--- src/rtl/lrmb_pkg.sv ---
// lrmb_pkg: shared sizes, codes and types of the low-rank matmul block
// no dependencies; imported by every module of the block
package lrmb_pkg;

    localparam int D_MAX  = 64;
    localparam int K_MAX  = 16;
    localparam int N_MAX  = 64;

    localparam int IDX_W  = 6;                  // row / column index
    localparam int RANK_W = 4;                  // factor column index
    localparam int CNT_W  = RANK_W + 1;         // counts 0..K_MAX
    localparam int DIM_W  = 7;                  // dimension registers
    localparam int VAL_W  = 16;                 // q4.12 operands
    localparam int ADDR_W = IDX_W + RANK_W;     // factor table address
    localparam int ACC_W  = 40;                 // projection accumulators
    localparam int FRAC_W = 12;
    localparam int T_W    = ACC_W - FRAC_W;     // projection after shift, never clips
    localparam int PROD_W = T_W + VAL_W;        // shared multiplier output
    localparam int SUM_W  = PROD_W + RANK_W;    // column dot product
    localparam int RES_W  = 32;
    localparam int ZW_W   = SUM_W - FRAC_W + 1; // shifted sum plus bias

    typedef enum logic [1:0] {
        FUNC_WR_U    = 2'd0,
        FUNC_WR_V    = 2'd1,
        FUNC_WR_BIAS = 2'd2,
        FUNC_X       = 2'd3
    } t_func;

    localparam logic [1:0] REG_DIM_IN   = 2'd0;
    localparam logic [1:0] REG_RANK     = 2'd1;
    localparam logic [1:0] REG_DIM_OUT  = 2'd2;
    localparam logic [1:0] REG_BIAS_EN  = 2'd3;

    typedef struct packed {
        t_func                    func;
        logic [IDX_W-1:0]         idx;
        logic [RANK_W-1:0]        rank;
        logic signed [VAL_W-1:0]  val;
        logic                     accum;   // x element inside dim_in
        logic                     last;    // x element that ends the row
    } t_cmd;

    typedef struct packed {
        logic [DIM_W-1:0] dim_in;
        logic [CNT_W-1:0] rank_k;   // clamped to K_MAX
        logic [DIM_W-1:0] cols_n;   // clamped to N_MAX
        logic             bias_en;
    } t_cfg;

    typedef enum logic [2:0] {
        ST_IDLE,
        ST_WR,
        ST_MAC,
        ST_PROJ,
        ST_COL,
        ST_EMIT
    } t_state;

endpackage

--- src/rtl/lrmb_front.sv ---
// lrmb_front: accepts input transactions, classifies them and queues commands
// depends on lrmb_pkg
module lrmb_front import lrmb_pkg::*; (
    input  logic                    i_clk,
    input  logic                    i_rst_n,
    input  logic                    i_valid,
    output logic                    o_ready,
    input  logic [1:0]              i_func,
    input  logic [IDX_W-1:0]        i_elem_index,
    input  logic [RANK_W-1:0]       i_rank_index,
    input  logic signed [VAL_W-1:0] i_value,
    input  logic                    i_row_end,
    input  logic [DIM_W-1:0]        i_dim_in,
    input  logic                    i_pop,
    output logic                    o_q_valid,
    output t_cmd                    o_q_head
);

    t_cmd       cmd;
    logic       keep;
    logic       push;
    t_cmd       r_q [2];
    logic       r_wr_ptr, n_wr_ptr;
    logic       r_rd_ptr, n_rd_ptr;
    logic [1:0] r_count, n_count;

    // classify: x elements past dim_in that do not end a row are dropped
    always_comb begin
        cmd.func  = t_func'(i_func);
        cmd.idx   = i_elem_index;
        cmd.rank  = i_rank_index;
        cmd.val   = i_value;
        cmd.accum = (cmd.func == FUNC_X) && ({1'b0, i_elem_index} < i_dim_in);
        cmd.last  = (cmd.func == FUNC_X) && i_row_end;
        keep      = (cmd.func != FUNC_X) || cmd.accum || cmd.last;
    end

    assign o_ready   = (r_count != 2'd2);
    assign push      = i_valid && o_ready && keep;
    assign o_q_valid = (r_count != 2'd0);
    assign o_q_head  = r_q[r_rd_ptr];

    always_comb begin
        n_wr_ptr = push ? ~r_wr_ptr : r_wr_ptr;
        n_rd_ptr = i_pop ? ~r_rd_ptr : r_rd_ptr;
        n_count  = r_count + {1'b0, push} - {1'b0, i_pop};
    end

    always_ff @(posedge i_clk) begin
        if (!i_rst_n) begin
            r_wr_ptr <= 1'b0;
            r_rd_ptr <= 1'b0;
            r_count  <= 2'd0;
        end else begin
            r_wr_ptr <= n_wr_ptr;
            r_rd_ptr <= n_rd_ptr;
            r_count  <= n_count;
        end
    end

    always_ff @(posedge i_clk) begin
        if (push) begin
            r_q[r_wr_ptr] <= cmd;
        end
    end

endmodule

--- config.mk ---
export PLATFORM = sky130hd
export DESIGN_NAME = lrmb_front
export DESIGN_NICKNAME = d
export VERILOG_FILES = /design/src/rtl/lrmb_pkg.sv /design/src/rtl/lrmb_front.sv
export SDC_FILE = /design/constraint.sdc
export NUM_CORES = 1
export LEC_CHECK = 0
export BUFFER_PORTS_ARGS = -buffer_cell sky130_fd_sc_hd__buf_4
export CAP_MARGIN = 20
export CORE_UTILIZATION = 23
export CTS_CLUSTER_SIZE = 12
export DETAILED_ROUTE_END_ITERATION = 10
export PLACE_DENSITY_LB_ADDON = 0.05
export SLEW_MARGIN = 40
export SYNTH_ARGS = -nofsm -noshare
export SYNTH_HDL_FRONTEND = slang
export SYNTH_SLANG_ARGS = --single-unit
export TNS_END_PERCENT = 20
--- constraint.sdc ---
create_clock -name i_clk -period 6.1 [get_ports i_clk]
set_input_delay 1.22 -clock i_clk [delete_from_list [all_inputs] [get_ports i_clk]]
set_output_delay 1.22 -clock i_clk [all_outputs]
set_load 0.05 [all_outputs]
* Word level (Yosys, flattened, before mapping)
Memories as Yosys holds them, arrays and structs flattened. A register that Yosys moved wholly into a read port is not among the register bits. Cells that the tools add are included.
Word-level totals: flip-flop bits (word level) 4, RAM bits 60, output and inout port bits 32, logic and storage cells 23, memories 1
Memory list:
- r_q | depth 2, width 30, rd ports 1, clocked after Yosys merged registers in 1, write ports 1, RTL line lrmb_front.sv:22 | t_cmd r_q [2];
Cells by class: $add $sub $neg 2, magnitude comparators 1, eq/ne operators 3, mux-type cells 4, bitwise operators 2, reduce and logical (&&, ||, !) cells 7
Operator list (number):
- 6-bit by 7-bit < comparator with 1-bit output | 1
- 1-bit logical AND | 4
- 1-bit two-way mux | 4
- 2-bit != test, second input constant | 2
- 2-bit by 1-bit adder with 2-bit output | 1
- 2-bit == test, second input constant | 1
- 1-bit logical OR | 2
- 1-bit NOT | 2
- 2-bit nonzero test | 1
- 2-bit by 1-bit subtractor with 2-bit output | 1

* Longest topological paths before layout
Gate-level depths: netlist (run 1).
depth in word-level cells 7, gate-level depth with buffers 9, depth with buffers taken out 9

* Worst setup path before layout (run 1)
No wires, ideal clock.
path kind input -> register, from in i_dim_in[4], to mem r_q[1][0] in the netlist's numbering (enable), data arrival time 2.969 ns, data required time 5.710 ns, path slack 2.742 ns, stages 6, cell sequence inv_1 ha_1 and4b_1 nor3b_1 a211oi_2 and2_1
On the way: longest elaborated chain between the ends 7
RTL lines:
- start: declaration | RTL line lrmb_front.sv:13 | input logic [DIM_W-1:0] i_dim_in,
- 6-bit by 7-bit < comparator with 1-bit output | RTL line lrmb_front.sv:33 | cmd.accum = (cmd.func == FUNC_X) && ({1'b0, i_elem_index} < i_dim_in);
- 1-bit logical AND | RTL line lrmb_front.sv:33
- 1-bit logical OR (2 in a row) | RTL line lrmb_front.sv:35 | keep = (cmd.func != FUNC_X) || cmd.accum || cmd.last;
- 1-bit logical AND | RTL line lrmb_front.sv:39 | assign push = i_valid && o_ready && keep;
- 1-bit two-way mux | RTL line lrmb_front.sv:62 | if (push) begin
- 1-bit two-way mux (not written as such) | RTL line lrmb_front.sv:63 | r_q[r_wr_ptr] <= cmd;
- end: declaration | RTL line lrmb_front.sv:22
Every way passes these cells.

==> flow_summary.toml, run 1 <==
[routing]
drcViolationCount = 0
drt_iter0_markers = 27
drt-total-wl_um = 5080
firstDrtPassIters = 4
ant_nets = 0
viasPerCell = 4.00
wl_per_cell_um = 13.8
vias = 1468

[logic_synthesis]
avgSynthCellArea_um2 = 18.3
synthCells = 141
ys_top_cells_by_area = "edfxtp_1, mux2_1, dfxtp_1"
syn-cell-area_mm2 = 0.00257
synth_top_area_share_pct = 70.0
synth_cell_types = 24
yosysWarnings = 0
seq_area_frac_synth_pct = 73.9
synth_top_cell_by_area = "edfxtp_1"
ys_seq_elements = 65
synth_nets = 188

[placement]
placed_area_mm2 = 0.00329
place_congestion = 0.694
dpl.hpwl_um = 3530
port_buffers = 71
place_inst = 352

[critical_path]
cp.required_ps = 4880
critical_path.max_fanout = 21
critPathArrivalTime_ps = 1930
cp-start-kind = "register"
crit_path_end_kind = "output pin"
critPathKind = "reg -> out"

[power_and_ir_drop]
clkPwrFrac_pct = 27.3
p_per_area_mw_per_mm2 = 389
p_total_mw = 1.36
pwr-share-comb_pct = 29.4
p_int_uw = 922
ir_drop_uv = 184
power_leakage_nw = 1.34
seqPwrFrac_pct = 43.3
p_sw_share_pct = 32.0
p_switching_uw = 433

[cells_and_area]
n_fill_cell = 1066
layout_commonest_cell = "buf_4"
postLayoutCellArea_mm2 = 0.00349
final_cell_mix = "buf_4, edfxtp_1, mux2_1"
area_delta_synth_final_pct = 35.5
multi_input_area_um2 = 631
final_nets = 270
seq_area_mm2 = 0.00190
antennaDiodeCount = 0
fin_cells = 367
final_layout_size_suffix_gt1_share_pct = 39.2

[timing]
worst_pin_slew_ps = 491
relSlewSlack_pct = 67.2
worst_clock_skew_ps = 6.28
hold_viol = 0
fin_crit_sh_pct = 51.6
drv_slew = 0
setup_viol = 0
max_freq_ghz = 0.318
rsz0062_at_grt = "no"
finalSetupTns_ps = 0
fin_crit_ps = 3150

[clocking]
postCtsSetupBuffers = 0
cts-root-buf = "clkbuf_8"
cts.hold.buffers_added = 0
cts_resized = 0
clkTransAtPathRegs_ps = 60
numCtsBuffers = 9
htree_levels = 3
cts.sink_count = 65
cts_buffer_depth = 2
worstSkewPairLatency_ps = 320
cts_tree = "yes"

[global_route]
grt_pass1_vias = 1591
grt_pass1_wl_um = 7850
grt_max_degree = 31
antenna_found_initial = 0
grt_overflow = 0
track_usage_pct = 9.42

[die]
pin_count = 72
initial_utilization_pct = 23.6
die_y_um = 108
die_area_mm2 = 0.0116
placementRows = 38
die_w_um = 108
core_area_mm2 = 0.0109

[hold_path]
hp-class = "reg -> reg"

[status]
outcome = "completed"

[run]
drv_cap = 0
[area by class of cell]
class / count / area share, %
sequential: 65 / 54.5
multi-input combinational: 66 / 18.1
timing repair buffer: 74 / 15.9
tap: 140 / 5.02
clock buffer: 10 / 3.66
clock inverter: 5 / 2.04
inverter: 7 / 0.753
[synthesized netlist by cell type (all sizes together)]
cell type / instances
a2111oi: 1
a211oi: 2
a21oi: 3
and2: 5
and2b: 1
and3: 1
and4b: 1
buf: 3
dfxtp: 5
edfxtp: 60
ha: 7
inv: 7
mux2: 30
mux2i: 1
nand2: 4
nand3: 1
nor2b: 1
nor3b: 1
o21ai: 1
or2: 1
or2b: 2
xnor2: 2
xor2: 1
[metrics by stage]
stage / util [%] / hold slack, ps / worst slack (ps)
after floorplan: - / 449 / 2740
after global placement: 30.2 / 463 / 2830
after detailed placement: 30.2 / 481 / 2770
after CTS: 32.0 / 489 / 2850
after global routing: 32.0 / 560 / 2780
final: 32.0 / 488 / 2950
[flip-flops by register name, indices dropped and copies added, names as in the netlist, named ones only]
register  count
r_q          60
r_count       2
r_rd_ptr      1
r_wr_ptr      1
[critical path: stages (launching register included)]
cell     delay [ps]
dfxtp_1         630
buf_4           390
mux2_1          380
buf_4           200
[kinds of logic (layout without fill, tap and decap cells)]
| group | Yosys count | after routing | synth area share [%] |
|---|---|---|---|
| DFF | 65 | 65 | 73.9 |
| muxes | 31 | 31 | 13.5 |
| and+or+nand+nor | 18 | 18 | 4.28 |
| buffers and inverters | 10 | 96 | 1.60 |
| adders and majority gates | 7 | 7 | 3.40 |
| AOI/OAI and AO/OA | 7 | 7 | 2.28 |
| xor gates and xnor gates | 3 | 3 | 1.02 |
[power groups by stage]
stage	Combinational [mW]	Clock, mW	Sequential [mW]
2_1_floorplan	0.275	0	0.591
3_3_place_gp	0.403	0	0.595
3_5_place_dp	0.407	0	0.598
4_1_cts	0.409	0.385	0.588
5_1_grt	0.424	0.402	0.594
6_report	0.398	0.370	0.587
[final timing paths]
path,startpoint,cells past startpoint,endpoint,slack [ps]
max,register,3,o_q_head[0],2950
min,r_wr_ptr$_SDFFE_PN0N_,2,r_wr_ptr$_SDFFE_PN0N_,490
min reg2reg,r_wr_ptr$_SDFFE_PN0N_,2,r_wr_ptr$_SDFFE_PN0N_,490
max reg2reg,r_count[1]$_SDFF_PN0_,5,r_q[1][29]$_DFFE_PP_,4340
[layer usage]
| layer | wire length, µm | global-route usage (%) | vias to the layer above |
|---|---|---|---|
| met5 | 0 | 0 | - |
| li1 | - | - | 696 |
| met3 | 290 | 2.66 | 10 |
| met1 | 2050 | 10.0 | 716 |
| met2 | 2640 | 16.4 | 46 |
| met4 | 99 | 5.87 | 0 |
Note: power is estimated with default switching activity, not from simulation.
==> run 2: changes to the inputs <==
==> constraint.sdc (replaced) <==
create_clock -name i_clk -period 2.75 [get_ports i_clk]
set_input_delay 0.55 -clock i_clk [delete_from_list [all_inputs] [get_ports i_clk]]
set_output_delay 0.55 -clock i_clk [all_outputs]
set_load 0.05 [all_outputs]
==> run 2 against run 1 <==
Net effect: register-to-register slack worse by 3300 ps; hold slack worse by 90 ps; cell count up 0.82%; global-route usage up 0.44 points; via count up 1.2%; design area up 0.79%; total power up 120%; first-iteration DRC count up 15%; non-clock buffer count up 2; critical path depth unchanged; largest cell class unchanged.
==> flow_summary.toml, run 2 (synthesis gave the netlist of run 1 again) <==
[die]
die_area_mm2 = 0.0116
pin_count = 72
initial_utilization_pct = 23.6
die_w_um = 108
core_area_mm2 = 0.0109
die_y_um = 108
placementRows = 38

[global_route]
grt_pass1_wl_um = 8270
grt_max_degree = 31
grt_pass1_vias = 1646
antenna_found_initial = 0
grt_overflow = 0
track_usage_pct = 9.86

[critical_path]
cp_slowest_stage_delay_ps = 410
cp.required_ps = 2200
crit_family = "buffers and inverters"
critPathArrivalTime_ps = 1650
cp-start-kind = "register"
critPathKind = "reg -> out"
critical_path.max_fanout = 30
crit_chain = "buf_4 -> mux2_1 -> buf_4"
cp_slowest_cell = "mux2_1"
worstReg2RegStart = "r_count[1]$_SDFF_PN0_"
path_buf_inv = 2
crit_path_end_kind = "output pin"
crit_path_frequent_cell = "buf_4"

[power_and_ir_drop]
power_leakage_nw = 1.35
ir_drop_uv = 407
p_sw_share_pct = 33.5
pwr-share-comb_pct = 31.0
p_per_area_mw_per_mm2 = 848
clkPwrFrac_pct = 25.6
p_switching_uw = 999
p_int_mw = 1.98
seqPwrFrac_pct = 43.5

[cells_and_area]
area_delta_synth_final_pct = 36.6
fin_util_pct = 32.3
largest-register = "r_q"
largest_registers = "r_q (60), r_count (2)"
final_nets = 272
final_cell_mix = "buf_4, edfxtp_1, mux2_1"
largest_reg_flops = 60
antennaDiodeCount = 0
final_layout_size_suffix_gt1_share_pct = 40.9
layout_commonest_cell = "buf_4"

[clocking]
cts.sink_count = 65
clkTransAtPathRegs_ps = 70
cts.hold.buffers_added = 0
htree_levels = 3
postCtsSetupBuffers = 0
cts_tree = "yes"
cts_resized = 0
cts_buffer_depth = 2
numCtsBuffers = 9
worstSkewPairLatency_ps = 330
cts-root-buf = "clkbuf_8"

[timing]
max_freq_ghz = 0.454
worst_pin_slew_ps = 452
setup_viol = 0
fin_crit_sh_pct = 80.1
hold_viol = 0
finalSetupTns_ps = 0
worst_clock_skew_ps = 5.15
drv_slew = 0
rsz0062_at_grt = "no"
relSlewSlack_pct = 69.9
fin_crit_ps = 2200

[status]
outcome = "completed"

[run]
drv_cap = 0

[placement]
port_buffers = 71
dpl.hpwl_um = 3690
place_congestion = 0.694

[hold_path]
hp-class = "in -> reg"
holdCritStartpoint = "i_value[4]"

[routing]
viasPerCell = 4.01
ant_nets = 0
drt-total-wl_um = 5280
wl_per_cell_um = 14.3
vias = 1485
drcViolationCount = 0
drt_iter0_markers = 31
firstDrtPassIters = 4
[run 2: cell types whose count changed in the layout (fill, tap and decap cells not counted), sizes merged]
cell / before / now
clkinvlp: 0 / 2
bufinv: 2 / 1
buf: 74 / 76
[run 2: final timing paths]
kind	to	slack, ps	cells past startpoint
setup / recovery	o_q_head[1]	550	3
hold / removal	r_q[0][6]$_DFFE_PP_	400	1
setup reg to reg	r_q[1][20]$_DFFE_PP_	1090	5
hold reg to reg	r_wr_ptr$_SDFFE_PN0N_	490	2
[run 2: final cells by class]
type	count	area [µm²]
Inverter	7	26.3
Fill cell	1086	7370
Sequential cell	65	1900
Clock buffer	10	128
Timing Repair Buffer	76	596
Multi-Input combinational cell	66	631
Clock inverter	6	58.8
Tap cell	140	175
[run 2: routing by layer]
| layer | global-route usage [%] | wire length (µm) |
|---|---|---|
| met1 | 11.2 | 2220 |
| met2 | 16.9 | 2700 |
| met3 | 2.36 | 246 |
| met4 | 5.58 | 102 |
| met5 | 0 | 0 |
[run 2: stage by stage]
step | power (mW) | cells | cell area (µm²) | setup slack, ps | hold WS (ps)
floorplan | 1.92 | 141 | 2570 | 61.6 | 449
global placement | 2.24 | 354 | 3330 | 278 | 473
detailed placement | 2.26 | 354 | 3330 | 236 | 484
CTS | 3.04 | 370 | 3520 | 500 | 377
global route | 3.13 | 370 | 3520 | 395 | 378
finish | 2.98 | 370 | 3520 | 546 | 398
[run 2: power by group through the flow]
stage / clock network (mW) / logic (mW) / registers [mW]
6_report: 0.762 / 0.924 / 1.30
5_1_grt: 0.842 / 0.979 / 1.31
4_1_cts: 0.798 / 0.943 / 1.30
3_5_place_dp: 0 / 0.940 / 1.32
3_3_place_gp: 0 / 0.932 / 1.31
2_1_floorplan: 0 / 0.610 / 1.31
